File: src/hw/rtl/mwdbh_pkg.sv
`default_nettype none

package mwdbh_pkg;

   // Machine types selected by the first configuration register.
   typedef enum logic [2:0] {
      MACH_PLAIN  = 3'd0,
      MACH_SGM    = 3'd1,
      MACH_SG1000 = 3'd2,
      MACH_SORDM5 = 3'd3,
      MACH_MSX    = 3'd4
   } machine_type_type;

   // Configuration register indexes.
   typedef enum logic [2:0] {
      CSR_MACHINE_TYPE  = 3'd0,
      CSR_SGM_LOW       = 3'd1,
      CSR_RAM_FLOOR     = 3'd2,
      CSR_RAM_CEILING   = 3'd3,
      CSR_SRAM_E000     = 3'd4,
      CSR_BANKED_ENABLE = 3'd5,
      CSR_ALT_ENABLE    = 3'd6,
      CSR_BANK_MASK     = 3'd7
   } csr_index_type;

   localparam int unsigned CSR_DATA_WIDTH = 16;

   // Access kind of an input item.
   localparam logic MODE_READ  = 1'b0;
   localparam logic MODE_WRITE = 1'b1;

   // Address map constants.
   localparam logic [15:0] ADDR_UPPER_RAM   = 16'h8000;
   localparam logic [15:0] ADDR_LOW_WIN_LO  = 16'h2000;
   localparam logic [15:0] ADDR_LOW_WIN_HI  = 16'h4000;
   localparam logic [15:0] ADDR_M5_RAM      = 16'h7000;
   localparam logic [15:0] ADDR_MIRROR_LO   = 16'h6000;
   localparam logic [15:0] ADDR_BELOW_MIRR  = 16'h5FFF;
   localparam logic [15:0] MIRROR_MASK      = 16'h03FF;
   localparam logic [15:0] ADDR_SRAM_LO     = 16'hE000;
   localparam logic [15:0] ADDR_SRAM_HI     = 16'hE800;
   localparam logic [15:0] SRAM_OFFSET      = 16'h0800;
   localparam logic [15:0] ADDR_HOTSPOT     = 16'hFFC0;
   localparam logic [15:0] ADDR_ALT_HOT0    = 16'hFF90;
   localparam logic [15:0] ADDR_ALT_HOT1    = 16'hFFA0;
   localparam logic [15:0] ADDR_ALT_HOT2    = 16'hFFB0;
   localparam logic [7:0]  NO_BANK_YET      = 8'd199;

   // Configuration reset values.
   localparam logic [15:0] SGM_LOW_RESET     = 16'h2000;
   localparam logic [15:0] RAM_FLOOR_RESET   = 16'hC000;
   localparam logic [15:0] RAM_CEILING_RESET = 16'hFFFF;

   typedef struct packed {
      logic [2:0]  machine_type;
      logic [15:0] sgm_low_address;
      logic [15:0] ram_floor;
      logic [15:0] ram_ceiling;
      logic        sram_e000_enable;
      logic        banked_enable;
      logic        alt_hotspot_enable;
      logic [7:0]  bank_mask;
   } cfg_type;

   typedef struct packed {
      logic        mode;
      logic [15:0] address;
      logic [7:0]  write_data;
   } access_type;

   typedef struct packed {
      logic        store_enable;
      logic [15:0] store_address;
      logic [7:0]  store_data;
      logic        mirror_all;
      logic        bank_switch;
      logic [7:0]  new_bank;
   } result_type;

endpackage

`default_nettype wire

File: src/hw/rtl/mwdbh_csr.sv
`default_nettype none

module mwdbh_csr (
   input  wire logic                                 clock,
   input  wire logic                                 reset,
   input  wire logic                                 csr_valid,
   input  wire logic [2:0]                           csr_index,
   input  wire logic [mwdbh_pkg::CSR_DATA_WIDTH-1:0] csr_data,
   output mwdbh_pkg::cfg_type                        cfg
);

   mwdbh_pkg::cfg_type cfg_ff;
   mwdbh_pkg::cfg_type cfg_in;

   // Register write decode; each register keeps only its own width.
   always_comb begin
      cfg_in = cfg_ff;
      if (csr_valid) begin
         unique case (mwdbh_pkg::csr_index_type'(csr_index))
            mwdbh_pkg::CSR_MACHINE_TYPE:  cfg_in.machine_type       = csr_data[2:0];
            mwdbh_pkg::CSR_SGM_LOW:       cfg_in.sgm_low_address    = csr_data[15:0];
            mwdbh_pkg::CSR_RAM_FLOOR:     cfg_in.ram_floor          = csr_data[15:0];
            mwdbh_pkg::CSR_RAM_CEILING:   cfg_in.ram_ceiling        = csr_data[15:0];
            mwdbh_pkg::CSR_SRAM_E000:     cfg_in.sram_e000_enable   = csr_data[0];
            mwdbh_pkg::CSR_BANKED_ENABLE: cfg_in.banked_enable      = csr_data[0];
            mwdbh_pkg::CSR_ALT_ENABLE:    cfg_in.alt_hotspot_enable = csr_data[0];
            mwdbh_pkg::CSR_BANK_MASK:     cfg_in.bank_mask          = csr_data[7:0];
            default:                      cfg_in = cfg_ff;
         endcase
      end
   end

   always_ff @(posedge clock) begin
      if (reset) begin
         cfg_ff.machine_type       <= mwdbh_pkg::MACH_PLAIN;
         cfg_ff.sgm_low_address    <= mwdbh_pkg::SGM_LOW_RESET;
         cfg_ff.ram_floor          <= mwdbh_pkg::RAM_FLOOR_RESET;
         cfg_ff.ram_ceiling        <= mwdbh_pkg::RAM_CEILING_RESET;
         cfg_ff.sram_e000_enable   <= 1'b0;
         cfg_ff.banked_enable      <= 1'b0;
         cfg_ff.alt_hotspot_enable <= 1'b0;
         cfg_ff.bank_mask          <= 8'd0;
      end else begin
         cfg_ff <= cfg_in;
      end
   end

   assign cfg = cfg_ff;

endmodule

`default_nettype wire

File: src/hw/rtl/mwdbh_decode.sv
`default_nettype none

module mwdbh_decode (
   input  wire logic           clock,
   input  wire logic           reset,
   input  mwdbh_pkg::cfg_type    cfg,
   input  mwdbh_pkg::access_type access,
   input  wire logic           advance,
   output mwdbh_pkg::result_type result,
   output logic [7:0]          current_bank
);

   logic [7:0] bank_ff;
   logic [7:0] bank_in;
   logic       store;
   logic [15:0] store_addr;
   logic       mirror;
   logic       request;
   logic [7:0] request_bank;
   logic [15:0] a;
   logic       hot_high;
   logic       alt_hit;

   assign a        = access.address;
   assign hot_high = (a >= mwdbh_pkg::ADDR_HOTSPOT);
   assign alt_hit  = (a == mwdbh_pkg::ADDR_ALT_HOT0) || (a == mwdbh_pkg::ADDR_ALT_HOT1) ||
                     (a == mwdbh_pkg::ADDR_ALT_HOT2);

   // Write address window decode by machine type (unused types decode as plain); reads decode only the bank hotspot.
   always_comb begin
      store        = 1'b0;
      store_addr   = 16'd0;
      mirror       = 1'b0;
      request      = 1'b0;
      request_bank = 8'd0;
      if (access.mode == mwdbh_pkg::MODE_READ) begin
         if (cfg.banked_enable && (cfg.bank_mask != 8'd0) && hot_high) begin
            request      = 1'b1;
            request_bank = a[7:0] & cfg.bank_mask;
         end
      end else begin
         unique case (cfg.machine_type)
            mwdbh_pkg::MACH_SG1000: begin
               store = (a >= mwdbh_pkg::ADDR_UPPER_RAM) ||
                       ((a >= mwdbh_pkg::ADDR_LOW_WIN_LO) && (a < mwdbh_pkg::ADDR_LOW_WIN_HI));
               store_addr = a;
            end
            mwdbh_pkg::MACH_SORDM5: begin
               store      = (a >= mwdbh_pkg::ADDR_M5_RAM);
               store_addr = a;
            end
            mwdbh_pkg::MACH_MSX: begin
               store      = (a >= cfg.ram_floor) && (a <= cfg.ram_ceiling);
               store_addr = a;
            end
            mwdbh_pkg::MACH_SGM: begin
               store      = (a >= cfg.sgm_low_address) && (a < mwdbh_pkg::ADDR_UPPER_RAM);
               store_addr = a;
            end
            default: begin
               if ((a > mwdbh_pkg::ADDR_BELOW_MIRR) && (a < mwdbh_pkg::ADDR_UPPER_RAM)) begin
                  store      = 1'b1;
                  store_addr = mwdbh_pkg::ADDR_MIRROR_LO + (a & mwdbh_pkg::MIRROR_MASK);
                  mirror     = 1'b1;
               end else if ((a >= mwdbh_pkg::ADDR_SRAM_LO) && (a < mwdbh_pkg::ADDR_SRAM_HI)) begin
                  store      = cfg.sram_e000_enable;
                  store_addr = a + mwdbh_pkg::SRAM_OFFSET;
               end else if (hot_high) begin
                  request      = cfg.banked_enable;
                  request_bank = a[7:0] & cfg.bank_mask;
               end else if (cfg.alt_hotspot_enable && alt_hit) begin
                  request      = 1'b1;
                  request_bank = a[11:4] & cfg.bank_mask;
               end
            end
         endcase
      end
   end

   // Result assembly; a switch only when the bank differs from the mapped one.
   always_comb begin
      result.store_enable  = store;
      result.store_address = store ? store_addr : 16'd0;
      result.store_data    = store ? access.write_data : 8'd0;
      result.mirror_all    = store & mirror;
      result.bank_switch   = request && (request_bank != bank_ff);
      result.new_bank      = result.bank_switch ? request_bank : 8'd0;
      bank_in              = (advance && result.bank_switch) ? request_bank : bank_ff;
   end

   always_ff @(posedge clock) begin
      if (reset) begin
         bank_ff <= mwdbh_pkg::NO_BANK_YET;
      end else begin
         bank_ff <= bank_in;
      end
   end

   assign current_bank = bank_ff;

endmodule

`default_nettype wire

File: src/hw/rtl/memory_write_decoder_bank_hotspot.sv
// Path: an accepted item waits in the input register, is decoded, and is registered in the result register.
// Throughput: one item per cycle while rsp_stall is low; decode is one pass between input and result registers.
// The request side stalls only when the result register is full and stalled.
// Synchronous reset clears both valid flags, loads configuration reset values
// and sets the mapped bank to 199 (no bank yet).
`default_nettype none

module memory_write_decoder_bank_hotspot (
   input  wire logic                                 clock,
   input  wire logic                                 reset,
   input  wire logic                                 req_valid,
   output logic                                      req_stall,
   input  wire logic                                 req_mode,
   input  wire logic [15:0]                          req_address,
   input  wire logic [7:0]                           req_write_data,
   output logic                                      rsp_valid,
   input  wire logic                                 rsp_stall,
   output logic                                      rsp_store_enable,
   output logic [15:0]                               rsp_store_address,
   output logic [7:0]                                rsp_store_data,
   output logic                                      rsp_mirror_all,
   output logic                                      rsp_bank_switch,
   output logic [7:0]                                rsp_new_bank,
   input  wire logic                                 csr_valid,
   output logic                                      csr_ready,
   input  wire logic [2:0]                           csr_index,
   input  wire logic [mwdbh_pkg::CSR_DATA_WIDTH-1:0] csr_data
);

   mwdbh_pkg::cfg_type    cfg;
   mwdbh_pkg::access_type access_ff;
   mwdbh_pkg::access_type access_in;
   mwdbh_pkg::result_type result;
   mwdbh_pkg::result_type result_ff;
   logic                  in_valid_ff;
   logic                  in_valid_in;
   logic                  out_valid_ff;
   logic                  out_valid_in;
   logic                  advance;
   logic                  req_take;
   logic [7:0]            current_bank;

   assign csr_ready = 1'b1;

   mwdbh_csr u_csr (
      .clock     (clock),
      .reset     (reset),
      .csr_valid (csr_valid),
      .csr_index (csr_index),
      .csr_data  (csr_data),
      .cfg       (cfg)
   );

   // Handshake: the decode stage moves when the result register is free or drains.
   assign advance   = in_valid_ff && (!out_valid_ff || !rsp_stall);
   assign req_stall = in_valid_ff && !advance;
   assign req_take  = req_valid && !req_stall;

   always_comb begin
      access_in.mode       = req_mode;
      access_in.address    = req_address;
      access_in.write_data = req_write_data;
      in_valid_in          = req_take || (in_valid_ff && !advance);
      out_valid_in         = advance || (out_valid_ff && rsp_stall);
   end

   // Input register.
   always_ff @(posedge clock) begin
      if (reset) begin
         in_valid_ff <= 1'b0;
      end else begin
         in_valid_ff <= in_valid_in;
      end
   end

   always_ff @(posedge clock) begin
      if (req_take) begin
         access_ff <= access_in;
      end
   end

   mwdbh_decode u_decode (
      .clock        (clock),
      .reset        (reset),
      .cfg          (cfg),
      .access       (access_ff),
      .advance      (advance),
      .result       (result),
      .current_bank (current_bank)
   );

   // Result register.
   always_ff @(posedge clock) begin
      if (reset) begin
         out_valid_ff <= 1'b0;
      end else begin
         out_valid_ff <= out_valid_in;
      end
   end

   always_ff @(posedge clock) begin
      if (advance) begin
         result_ff <= result;
      end
   end

   assign rsp_valid         = out_valid_ff;
   assign rsp_store_enable  = result_ff.store_enable;
   assign rsp_store_address = result_ff.store_address;
   assign rsp_store_data    = result_ff.store_data;
   assign rsp_mirror_all    = result_ff.mirror_all;
   assign rsp_bank_switch   = result_ff.bank_switch;
   assign rsp_new_bank      = result_ff.new_bank;

   // A delivered switch names the bank now recorded as mapped.
   a_switch_tracks_bank: assert property (@(posedge clock) disable iff (reset)
      (out_valid_ff && result_ff.bank_switch) |-> (current_bank == result_ff.new_bank))
      else $error("switched bank differs from mapped bank");

   // Mirrored stores stay in the 1K block at 6000.
   a_mirror_block: assert property (@(posedge clock) disable iff (reset)
      (out_valid_ff && result_ff.mirror_all) |->
      (result_ff.store_enable && (result_ff.store_address[15:10] == 6'b011000)))
      else $error("mirrored store outside the base block");

   // Without a store the address and data fields are zero.
   a_no_store_zero: assert property (@(posedge clock) disable iff (reset)
      (out_valid_ff && !result_ff.store_enable) |->
      ((result_ff.store_address == 16'd0) && (result_ff.store_data == 8'd0)))
      else $error("store fields set without a store");

   // The mapped bank changes only when a switching item moves to the result register.
   a_bank_change: assert property (@(posedge clock) disable iff (reset)
      !advance |=> $stable(current_bank))
      else $error("mapped bank changed without an item");

endmodule

`default_nettype wire
File: config.mk
export PLATFORM = sky130hd
export DESIGN_NAME = memory_write_decoder_bank_hotspot
export DESIGN_NICKNAME = d
export VERILOG_FILES = /design/src/hw/rtl/mwdbh_pkg.sv /design/src/hw/rtl/mwdbh_csr.sv /design/src/hw/rtl/mwdbh_decode.sv /design/src/hw/rtl/memory_write_decoder_bank_hotspot.sv
export SDC_FILE = /design/constraint.sdc
export NUM_CORES = 1
export LEC_CHECK = 0
export ABC_AREA = 0
export BUFFER_PORTS_ARGS = -buffer_cell sky130_fd_sc_hd__buf_2
export CAP_MARGIN = 20
export CORE_MARGIN = 2
export CORE_UTILIZATION = 40
export CTS_CLUSTER_SIZE = 14
export DETAILED_ROUTE_END_ITERATION = 16
export RECOVER_POWER = 100
export SYNTH_ARGS = -nofsm -noshare
export SYNTH_HDL_FRONTEND = slang
export SYNTH_SLANG_ARGS = --single-unit
File: constraint.sdc
create_clock -name clock -period 4.7 [get_ports clock]
set_input_delay 0.235 -clock clock [delete_from_list [all_inputs] [get_ports clock]]
set_output_delay 0.235 -clock clock [all_outputs]
set_load 0.005 [all_outputs]
==> results by group, run 1 <==
GRT
  • Largest net degree at the start of global routing: 36
  • GRT Total Usage: 0.203
  • Vias in the first global route: 5,333
  • Initial antenna violation count: 0
  • Met3 GRT Util: 0.0450
  • First-pass GRT wire length: 27.7 mm
  • GR Layer Usage met1: 0.245
  • Most Crowded Layer GR: met2
  • Grt total ovfl: 0
  • Grt met2 use: 0.350

Power and ir drop
  • Register share of total power: 0.439
  • Sw Ratio: 0.229
  • Pleak: 3.20 nW
  • PwrDens: 365 nW/um^2
  • Clock share of power: 0.487
  • Combinational share of power: 0.075
  • Sw Pwr: 0.668 mW
  • Peak VDD IR: 263 uV
  • Cell-internal power: ~2.3 mW
  • Final Power: ~3 mW

Flow run
  • Maxcap violations: 3

Synthesis
  • Seq/Total Area, Yosys: 0.495
  • Primary FF master, synth: dfxtp_1
  • Post-synth ARST share: 0
  • Yosys Warn Count: 0
  • Syn Nets: ~790
  • Cell count after synthesis: 687
  • Number of enable flip-flop cells after synthesis: 60
  • Mapped Area: 6560 um^2
  • Synthesized area per cell: 9.54 um^2
  • Yosys cell types: 60
  • Seq cells post-synth: 132

Floorplan
  • Die height: 132 um
  • Ports: 87
  • Die width: 132 um
  • Core area: 15,900 um^2
  • Die ar.: between 15,000 and 20,000 um^2
  • Initial core utilization: 0.411
  • Rows: 46

Critical path
  • Critical path data required time: 4.87 ns
  • Critical path class: reg -> reg
  • Worst path max stage delay: approximately 1.1 ns
  • Worst path slowest cell: a2111oi_2
  • Critical path, cell by cell: and3b_1 -> a2111oi_2 -> nand3_1 -> a21boi_0 -> xnor2_1 -> nand4_2 -> o211ai_2 -> inv_1 -> and3_1
  • Worst EP arrival: approximately 4.0 ns
  • CP Launch Type: flip-flop
  • CP endpoint kind: flip-flop
  • Crit Path Max Fanout: 12

Timing
  • # setup viols final: 0
  • Crit path time final: 3.83 ns
  • Max Clock Freq: 0.261 GHz
  • Max_slew headroom: -0.278
  • Setup TNS: 0 ns
  • Final Slew Violations: 98
  • WHS: 0.0645 ns
  • Final WS setup: 0.871 ns
  • Period utilisation layout: 0.815
  • Fin. Hold Viols: 0
  • Worst slew pin tran: 1.92 ns
  • Worst setup skew after layout: 0.0107 ns
  • Unrepaired setup endpoints after global routing: false

Cells and area
  • Diode count: 0
  • Fin nets: 891
  • Commonest non-fill, non-tap cells in the layout: 114 x nand2_1, 72 x dfxtp_1, 64 x buf_2
  • Most common cell after layout, fill and taps aside: nand2_1
  • Layout area overhead: 22.0%
  • Filler cells: 1,508
  • Share of cells above drive strength 1: 0.132

Placed design
  • GPL Wtd Cong: 0.868
  • Input/output buffers: 85
  • Dpl ws: around 1.4 ns
  • HPWL after DPL: 12.3 mm

CTS
  • CTS max path bufs: 2
  • Post-CTS setup buffer count: 0
  • Clock transition at path regs: 0.06 ns
  • Clock Tree Root: clkbuf_16
  • # clock sinks: 132
  • H-tree depth: 4
  • Num CTS Buffers: 17
  • CTS Hold Bufs: 24
  • Worst-Skew Late Latency: 0.42 ns
  • CTS tree: yes
  • Cts repair resizes: 0

Routing
  • DRC: 0
  • Via-to-Cell Ratio: approximately 5.2
  • Routed Antenna Nets: 0
  • Final wirelength: 17.3 mm
  • Wire per inst: 17.0 um
  • Via count: 5,345
  • DRT Pass-1 Iters: 4
  • Drt initial violations: 277

Status
  • Failing checks: capacitance limit, slew limit
  • Status: finished, violations left

Worst hold path
  • Hold Path Class: in -> reg
synth_stat cells, types with 2 or more instances:
master / number / area [um^2]
nand2_1: 114 / 428
dfxtp_1: 72 / 1440
a21oi_1: 60 / 300
edfxtp_1: 60 / 1800
inv_1: 59 / 221
ha_1: 50 / 626
nor2_1: 37 / 139
clkbuf_1: 24 / 90.1
o211ai_1: 19 / 143
nor3_1: 17 / 85.1
a21o_1: 16 / 120
nand3_1: 16 / 80.1
o21ai_0: 16 / 80.1
nand4_1: 14 / 87.6
nor3b_1: 14 / 105
and3_1: 8 / 50.1
mux2i_1: 8 / 80.1
nor2b_1: 8 / 50.1
and2_1: 5 / 31.3
nor4_1: 5 / 31.3
or3_1: 5 / 31.3
nand2b_1: 4 / 25.0
o21a_1: 4 / 30.0
xnor2_1: 4 / 35.0
a211o_1: 3 / 26.3
xor2_1: 3 / 26.3
a32oi_1: 2 / 17.5
buf_2: 2 / 10.0
buf_6: 2 / 22.5
nor4b_1: 2 / 17.5
o2111a_1: 2 / 22.5
o21ai_1: 2 / 10.0
o21ai_2: 2 / 17.5
o41ai_1: 2 / 17.5
metal layers:
metal | vias to the layer above | part of all wire
met4 | 0 | 0.023
met3 | 29 | 0.046
li1 | 2649 | -
met5 | - | 0
met1 | 2532 | 0.43
met2 | 135 | 0.50
layout make-up:
cell class / instances / area, um^2 / share of cell area
inverter: 60 / 225 / 0.0282
sequential: 132 / 3240 / 0.405
clock buffer: 20 / 457 / 0.0571
clock inverter: 12 / 178 / 0.0222
timing repair buffer: 115 / 676 / 0.0845
multi-input combinational: 466 / 2950 / 0.369
tap: 216 / 270 / 0.0338
registers in the layout, indices dropped and copies added, names as in the netlist:
register               count
rsp_store_data             8
rsp_new_bank               8
u_csr.cfg                 62
rsp_bank_switch            1
rsp_store_address         16
in_valid_ff                1
rsp_mirror_all             1
rsp_store_enable           1
access_ff                 25
rsp_valid                  1
u_decode.current_bank      8
cells by family (layout without fill, tap and decap cells):
group | count (synthesis) | count (layout) | synth area share
AOI/OAI and AO/OA | 142 | 142 | 0.143
xor gates and xnor gates | 7 | 7 | 0.00935
adders and majority gates | 50 | 50 | 0.0954
buffers and inverters | 89 | 207 | 0.0542
DFF | 132 | 132 | 0.495
muxes | 9 | 9 | 0.0139
other | 1 | 1 | 0.000572
and+or+nand+nor | 257 | 257 | 0.189
critical path, delay by kind of cell (launching register included):
| family | cells | cell delay [ns] |
|---|---|---|
| DFF | 1 | 0.58 |
| buffers and inverters | 1 | 0.11 |
| and+or+nand+nor | 4 | 0.92 |
| AOI/OAI and AO/OA | 3 | 1.81 |
| xor gates and xnor gates | 1 | 0.16 |
power groups by stage:
stage                     clock [mW]  combinational (mW)  sequential [mW]
final                           1.42               0.218             1.28
after floorplan                    0               0.127             1.29
after global placement             0               0.198             1.30
after detailed placement           0               0.205             1.30
after global routing            1.50               0.244             1.28
after CTS                       1.44               0.221             1.28
through the flow:
step,cells,util,area [um^2]
after floorplan,687,-,6560
after global placement,964,0.449,7160
after detailed placement,964,0.449,7160
after CTS,1020,0.504,8040
after global routing,1021,0.502,8000
final,1021,0.502,8000
path summary, 6_finish.rpt:
check	start	end	slack, ns	depth (start not counted)
setup / recovery	access_ff[21]	rsp_new_bank[7]	0.87	9
hold / removal	req_valid	in_valid_ff	0.06	3
setup reg to reg	access_ff[21]	rsp_new_bank[7]	0.87	9
hold reg to reg	u_csr.cfg[54]	u_csr.cfg[54]	0.46	2
Power figures use the tool's default switching activity.
==> inputs of run 2 (changes only) <==
==> constraint.sdc (replaced) <==
create_clock -name clock -period 3.59 [get_ports clock]
set_input_delay 0.1795 -clock clock [delete_from_list [all_inputs] [get_ports clock]]
set_output_delay 0.1795 -clock clock [all_outputs]
set_load 0.005 [all_outputs]
==> run 2 against run 1 <==
Effect of this change:
- the run still ends with capacitance limit, slew limit left
- hold slack worse by 0.061 ns
- clock power is 32% higher
- largest power group unchanged
- register-to-register slack worse by 0.56 ns
- critical endpoint is now u_decode.current_bank[3]
- utilization is 0.42 points higher
- critical path depth is 1 lower
- first-iteration DRC count is 34% higher
- clock-buffer cell count is 3 lower
- final cell count is 0.59% higher
- non-clock buffer count is 7 higher
- die area stayed put
- sequential power is 30% higher
==> results by group, run 2 (synthesized netlist as in run 1, its figures left out) <==
Power and ir drop
  • Clock share of power: 0.489 (was 0.487)
  • PwrDens: 477 nW/um^2 (was 365 nW/um^2)
  • Sw Ratio: 0.227 (was 0.229)
  • Sw Pwr: 0.874 mW (was 0.668 mW)
  • Combinational share of power: 0.078 (was 0.075)
  • Peak VDD IR: 339 uV (was 263 uV)
  • Pleak: 3.23 nW (was 3.20 nW)
  • Cell-internal power: 2.97 mW (was 2.25 mW)
  • Register share of total power: 0.433 (was 0.439)

Status
  • Status: finished, violations left (unchanged)
  • Failing checks: capacitance limit, slew limit (unchanged)

Routing
  • Final wirelength: 17.2 mm (was 17.3 mm)
  • DRC: 0 (unchanged)
  • Wire per inst: 16.8 um (was 17.0 um)
  • Via count: 5,382 (was 5,345)
  • Via-to-Cell Ratio: 5.24 (about the same)
  • DRT Pass-1 Iters: 5 (was 4)
  • Routed Antenna Nets: 0 (unchanged)
  • Drt initial violations: 370 (was 277)

Timing
  • Final Slew Violations: 62 (was 98)
  • Worst setup skew after layout: 0.00809 ns (was 0.0107 ns)
  • Fin. Hold Viols: 0 (unchanged)
  • Max Clock Freq: 0.305 GHz (was 0.261 GHz)
  • Period utilisation layout: 0.912 (was 0.815)
  • Setup TNS: 0 ns (unchanged)
  • # setup viols final: 0 (unchanged)
  • Max_slew headroom: -0.305 (was -0.278)
  • WHS: 0.00371 ns (was 0.0645 ns)
  • Crit path time final: 3.28 ns (was 3.83 ns)
  • Unrepaired setup endpoints after global routing: false (unchanged)
  • Final WS setup: 0.314 ns (was 0.871 ns)
  • Worst slew pin tran: 1.96 ns (was 1.92 ns)

Cells and area
  • Share of cells above drive strength 1: 0.138 (was 0.132)
  • Layout area overhead: 23.0% (was 22.0%)
  • Most common cell after layout, fill and taps aside: nand2_1 (unchanged)
  • Filler cells: 1,492 (was 1,508)
  • Fin nets: 898 (was 891)
  • Max reg flops: 62 (unchanged)
  • Commonest non-fill, non-tap cells in the layout: 114 x nand2_1, 72 x dfxtp_1, 63 x buf_2, 60 x a21oi_1, 60 x edfxtp_1 (was 114 x nand2_1, 72 x dfxtp_1, 64 x buf_2)
  • Diode count: 0 (unchanged)

Critical path
  • CP endpoint kind: flip-flop (unchanged)
  • Critical path data required time: 3.90 ns (was 4.87 ns)
  • Crit Path Max Fanout: 7 (was 12)
  • CP Launch Type: flip-flop (unchanged)
  • Critical path class: reg -> reg (unchanged)
  • Worst EP arrival: 3.58 ns (was 4.00 ns)

CTS
  • Clock Tree Root: clkbuf_16 (unchanged)
  • Clock transition at path regs: 0.06 ns (about the same)
  • CTS max path bufs: 2 (unchanged)
  • CTS tree: yes (unchanged)
  • Post-CTS setup buffer count: 0 (unchanged)
  • H-tree depth: 4 (unchanged)
  • # clock sinks: 132 (unchanged)
  • Num CTS Buffers: 17 (unchanged)
  • Worst-Skew Late Latency: 0.42 ns (about the same)

Floorplan
  • Initial core utilization: 0.411 (unchanged)
  • Ports: 87 (unchanged)
  • Rows: 46 (unchanged)
  • Core area: 15,900 um^2 (unchanged)
  • Die height: 132 um (unchanged)
  • Die ar.: 17,400 um^2 (unchanged)
  • Die width: 132 um (unchanged)

GRT
  • Vias in the first global route: 5,369 (was 5,333)
  • Grt total ovfl: 0 (unchanged)
  • Largest net degree at the start of global routing: 36 (unchanged)
  • First-pass GRT wire length: 28.0 mm (was 27.7 mm)
  • Initial antenna violation count: 0 (unchanged)
  • GRT Total Usage: 0.205 (was 0.203)

Placed design
  • GPL Wtd Cong: 0.879 (was 0.868)
  • Input/output buffers: 85 (unchanged)
  • Dpl ws: 0.350 ns (was 1.36 ns)
  • HPWL after DPL: 12.5 mm (was 12.3 mm)

Flow run
  • Maxcap violations: 2 (was 3)

Worst hold path
  • Hold Path Class: in -> reg (unchanged)
==> run 2: changes by cell type in the layout (fill, tap and decap cells not counted), sizes merged <==
| cell | change |
|---|---|
| clkinv | +2 |
| clkbuf | -2 |
| inv | -1 |
| bufinv | +1 |
| buf | +6 |
==> run 2: power groups by stage <==
stage          Sequential, mW  Clock (mW)  Combinational [mW]
2_1_floorplan            1.69           0               0.166
4_1_cts                  1.66        1.91               0.305
3_5_place_dp             1.70           0               0.282
3_3_place_gp             1.70           0               0.271
6_report                 1.67        1.88               0.299
5_1_grt                  1.67        1.99               0.334
==> run 2: per-stage QoR <==
step / utilization / power [mW] / std cells / cell area [um^2]
after floorplan: - / 1.85 / 687 / 6560
after global placement: 0.452 / 1.97 / 970 / 7210
after detailed placement: 0.453 / 1.98 / 971 / 7220
after CTS: 0.509 / 3.88 / 1027 / 8110
after global routing: 0.506 / 4.00 / 1027 / 8070
final: 0.506 / 3.85 / 1027 / 8070
==> run 2: cell type report <==
cell class,count,area (um^2),area share
multi-input combinational,466,2960,0.367
tap,216,270,0.0335
clock buffer,17,425,0.0527
timing repair buffer,122,734,0.0911
sequential,132,3240,0.402
inverter,60,225,0.0279
clock inverter,14,209,0.0259
==> run 2: worst max-delay path: stages (launching register included) <==
cell and delay (ns):
edfxtp_1 0.53, or4_1 0.67, nor3_1 0.36, and4bb_1 0.31, a32oi_1 0.14, xnor2_1 0.17, nand3_1 0.14, o21ai_1 0.48
mux2_1 0.37
==> run 2: path summary, 6_finish.rpt <==
| kind | startpoint | to | slack, ns | depth (start not counted) |
|---|---|---|---|---|
| setup reg to reg | access_ff[9] | u_decode.current_bank[3] | 0.31 | 8 |
| hold reg to reg | u_csr.cfg[39] | u_csr.cfg[39] | 0.45 | 2 |
| hold / removal | req_valid | in_valid_ff | 0.004 | 3 |
| setup / recovery | access_ff[9] | u_decode.current_bank[3] | 0.31 | 8 |
==> run 2: repair_timing <==
item / 4_1_cts / 5_1_grt
gates resized for setup: 0 / 0
hold endpoints to repair: 25 / 0
hold buffers: 25 / 0
==> run 2: routing by layer <==
metal	global-route usage	vias up	share of wire
met5	0	-	0
met4	0.0737	0	0.022
met3	0.0419	30	0.041
met2	0.352	126	0.50
met1	0.254	2572	0.43
li1	-	2654	-
==> inputs of run 3 (changes only) <==
--- a/config.mk
+++ b/config.mk
@@ -5,13 +5,14 @@
 export SDC_FILE = /design/constraint.sdc
 export NUM_CORES = 1
 export LEC_CHECK = 0
-export ABC_AREA = 0
+export ABC_AREA = 1
 export BUFFER_PORTS_ARGS = -buffer_cell sky130_fd_sc_hd__buf_2
 export CAP_MARGIN = 20
 export CORE_MARGIN = 2
 export CORE_UTILIZATION = 40
 export CTS_CLUSTER_SIZE = 14
 export DETAILED_ROUTE_END_ITERATION = 16
+export PLACE_DENSITY = 0.59
 export RECOVER_POWER = 100
 export SYNTH_ARGS = -nofsm -noshare
 export SYNTH_HDL_FRONTEND = slang
==> run 3 against run 2 <==
Effect of this change:
- the flow still finishes with violations (capacitance limit, slew limit)
- clock power is 13% lower
- combinational power is 15% higher
- final cell count is 15% higher
- routed wire length is 1.0% lower
- design area is 2.0% higher
==> results by group, run 3 <==
Status
  • Status: finished, violations left (unchanged)
  • Failing checks: capacitance limit, slew limit (unchanged)

Power and ir drop
  • Peak VDD IR: 346 uV (was 339 uV)
  • Clock share of power: 0.447 (was 0.489)
  • Sw Ratio: 0.257 (was 0.227)
  • Pleak: 3.73 nW (was 3.23 nW)
  • Combinational share of power: 0.094 (was 0.078)
  • PwrDens: 445 nW/um^2 (was 477 nW/um^2)
  • Cell-internal power: 2.72 mW (was 2.97 mW)
  • Register share of total power: 0.459 (was 0.433)
  • Final Power: 3.66 mW (was 3.85 mW)
  • Sw Pwr: 0.943 mW (was 0.874 mW)

Critical path
  • Worst path max stage delay: 0.52 ns (was 0.67 ns)
  • Worst path slowest cell: edfxtp_1 (was or4_1)
  • Critical path class: reg -> reg (unchanged)
  • CP endpoint kind: flip-flop (unchanged)
  • Critical path, cell by cell: nand2_2 -> inv_1 -> nand3_1 -> nand4_2 -> nor2_1 -> nand2_1 -> nand2_1 -> nand3_1 -> nand2_1 -> nand2_1 -> nor2_1 -> nand2_4 -> nand2_2 -> a21oi_1 (was or4_1 -> nor3_1 -> and4bb_1 -> a32oi_1 -> xnor2_1 -> nand3_1 -> o21ai_1 -> mux2_1)
  • CP Launch Type: flip-flop (unchanged)
  • Worst EP arrival: 3.05 ns (was 3.58 ns)
  • CP most frequent cell: nand2_1
  • Critical R2R Launch: access_ff[22] (was access_ff[9])
  • CP startpoint: access_ff[22] (was access_ff[9])
  • Critical path data required time: 3.76 ns (was 3.90 ns)
  • Crit Path Max Fanout: 14 (was 7)

Floorplan
  • Core area: 16,600 um^2 (was 15,900 um^2)
  • Initial core utilization: 0.409 (was 0.411)
  • Die width: 134 um (was 132 um)
  • Rows: 47 (was 46)
  • Die ar.: 18,000 um^2 (was 17,400 um^2)
  • Die height: 134 um (was 132 um)
  • Ports: 87 (unchanged)

Worst hold path
  • Hold path start: csr_data[10] (was req_valid)
  • Hold Path Class: in -> reg (unchanged)

Synthesis
  • Main combinational cell family by area after synthesis: simple AND/OR/NAND/NOR gates (unchanged)
  • Most numerous cell in the Yosys netlist: nand2_1 (unchanged)
  • Largest area contributor in the netlist: edfxtp_1 (unchanged)
  • Seq cells post-synth: 132 (unchanged)
  • Mapped Area: 6780 um^2 (was 6560 um^2)
  • Syn Nets: 925 (was 786)
  • Post-synth top cells: 154 x nand2_1, 127 x inv_1, 93 x nor2_1, 72 x dfxtp_1 (was 114 x nand2_1, 72 x dfxtp_1, 60 x a21oi_1, 60 x edfxtp_1, 59 x inv_1)
  • Synth Area in Simple Gates: 0.207 (was 0.189)
  • Post-synth ARST share: 0 (unchanged)
  • Synth Area in XOR/XNOR: 0 (was 0.00935)
  • Seq/Total Area, Yosys: 0.478 (was 0.495)
  • Cell count after synthesis: 826 (was 687)
  • Top-area cell type share of the netlist area: 0.266 (was 0.275)
  • Multiplexer share of the synthesized area: 0 (was 0.0139)
  • Number of enable flip-flop cells after synthesis: 60 (unchanged)
  • Synthesized area per cell: 8.21 um^2 (was 9.54 um^2)
  • Yosys cell types: 38 (was 60)
  • Synth Area in Compound Gates: 0.137 (was 0.143)
  • Primary FF master, synth: dfxtp_1 (unchanged)
  • Yosys Warn Count: 0 (unchanged)
  • Adder-cell share of the synthesized area: 0.0923 (was 0.0954)
  • Largest cells by area after synthesis: edfxtp_1 27%, dfxtp_1 21%, ha_1 9.2% (was edfxtp_1 27%, dfxtp_1 22%, ha_1 9.5%)

Timing
  • Setup TNS: 0 ns (unchanged)
  • Crit path time final: 2.87 ns (was 3.28 ns)
  • Period utilisation layout: 0.800 (was 0.912)
  • Final Slew Violations: 30 (was 62)
  • # setup viols final: 0 (unchanged)
  • Unrepaired setup endpoints after global routing: false (unchanged)
  • Fin. Hold Viols: 0 (unchanged)
  • Max Clock Freq: 0.348 GHz (was 0.305 GHz)
  • Max_slew headroom: -0.0961 (was -0.305)
  • Worst setup skew after layout: 0.0147 ns (was 0.00809 ns)
  • Worst slew pin tran: 1.64 ns (was 1.96 ns)

CTS
  • CTS max path bufs: 2 (unchanged)
  • CTS Hold Bufs: 30 (was 25)
  • # clock sinks: 132 (unchanged)
  • Clock Tree Root: clkbuf_16 (unchanged)
  • Num CTS Buffers: 17 (unchanged)
  • Cts repair resizes: 0 (unchanged)
  • Worst-Skew Late Latency: 0.42 ns (about the same)
  • CTS tree: yes (unchanged)
  • Post-CTS setup buffer count: 0 (unchanged)
  • Clock transition at path regs: 0.06 ns (about the same)
  • H-tree depth: 4 (unchanged)

GRT
  • Grt total ovfl: 0 (unchanged)
  • Initial antenna violation count: 0 (unchanged)
  • GRT Total Usage: 0.200 (was 0.205)
  • First-pass GRT wire length: 28.1 mm (was 28.0 mm)
  • Largest net degree at the start of global routing: 69 (was 36)
  • Vias in the first global route: 5,498 (was 5,369)

Cells and area
  • Filler cells: 1,630 (was 1,492)
  • Area of the multi-input gates: 2950 um^2 (was 2960 um^2)
  • Fin nets: 1,042 (was 898)
  • Share of cells above drive strength 1: 0.116 (was 0.138)
  • Max reg flops: 62 (unchanged)
  • Commonest non-fill, non-tap cells in the layout: 155 x nand2_1, 127 x inv_1, 95 x nor2_1, 72 x dfxtp_1 (was 114 x nand2_1, 72 x dfxtp_1, 63 x buf_2, 60 x a21oi_1, 60 x edfxtp_1)
  • Layout area overhead: 21.4% (was 23.0%)
  • FF/Latch Area: 3240 um^2 (unchanged)
  • Most common cell after layout, fill and taps aside: nand2_1 (unchanged)
  • Diode count: 0 (unchanged)

Placed design
  • GPL Wtd Cong: 0.908 (was 0.879)
  • Input/output buffers: 85 (unchanged)
  • HPWL after DPL: 12.0 mm (was 12.5 mm)

Routing
  • DRT Pass-1 Iters: 5 (unchanged)
  • DRC: 0 (unchanged)
  • Drt initial violations: 369 (was 370)
  • Routed Antenna Nets: 0 (unchanged)
  • Final wirelength: 17.0 mm (was 17.2 mm)
  • Wire per inst: 14.5 um (was 16.8 um)
  • Via count: 5,739 (was 5,382)
  • Via-to-Cell Ratio: 4.88 (was 5.24)

Flow run
  • Maxcap violations: 1 (was 2)
## run 3: cell types whose count changed after synthesis, moves of 10 or more
cell,delta
a21o_1,-16
inv_1,+68
nand2_1,+40
nand3_1,+25
nor3_1,-10
o21ai_0,+49
nor2_1,+56
nor3b_1,-14
## run 3: power by group through the flow
| stage | clock network (mW) | registers [mW] | logic, mW |
|---|---|---|---|
| 5_1_grt | 1.74 | 1.69 | 0.400 |
| 6_report | 1.64 | 1.68 | 0.345 |
| 2_1_floorplan | 0 | 1.69 | 0.210 |
| 4_1_cts | 1.67 | 1.68 | 0.351 |
| 3_3_place_gp | 0 | 1.71 | 0.320 |
| 3_5_place_dp | 0 | 1.71 | 0.323 |
## run 3: critical path, delay by kind of cell, from the launching register on
family | cells | cell delay (ns)
AO/OA/AOI/OAI | 1 | 0.07
buffers and inverters | 1 | 0.05
flip-flops | 1 | 0.52
AND/OR/NAND/NOR | 12 | 1.99
## run 3: per-layer routing
metal  global-route usage  vias to the layer above  routed length [um]
met2                0.295                      159                7400
met5                    0                        -                   0
met3               0.0514                       22                 852
met1                0.285                     2574                8520
met4               0.0684                        0                 256
li1                     -                     2984                   -
## run 3: final cells by class
class | count | area share
timing repair buffer | 120 | 0.0873
multi-input combinational | 544 | 0.359
tap | 220 | 0.0334
sequential | 132 | 0.394
clock buffer | 17 | 0.0517
clock inverter | 15 | 0.0161
inverter | 128 | 0.0584
## run 3: worst paths after layout
kind                      to  slack [ns]  cells after the start
max          rsp_new_bank[0]        0.72                     14
max reg2reg  rsp_new_bank[0]        0.72                     14
min            u_csr.cfg[21]        0.02                      3
min reg2reg    u_csr.cfg[28]        0.46                      2
## run 3: cell families after synthesis
logic type / Yosys count
flip-flops: 132
other: 1
AND/OR/NAND/NOR: 327
adder cells (fa/ha/maj): 50
AO/OA/AOI/OAI: 166
buffers and inverters: 150
## run 3: per-stage QoR
step	utilization	cell area, um^2	hold slack [ns]	worst slack (ns)	std cells
CTS	0.500	8280	0.00393	0.866	1175
floorplan	-	6780	0.249	1.43	826
global placement	0.448	7430	0.356	0.991	1113
detailed placement	0.448	7430	0.358	0.879	1113
global route	0.496	8230	0.0229	0.310	1176
finish	0.496	8230	0.0166	0.717	1176
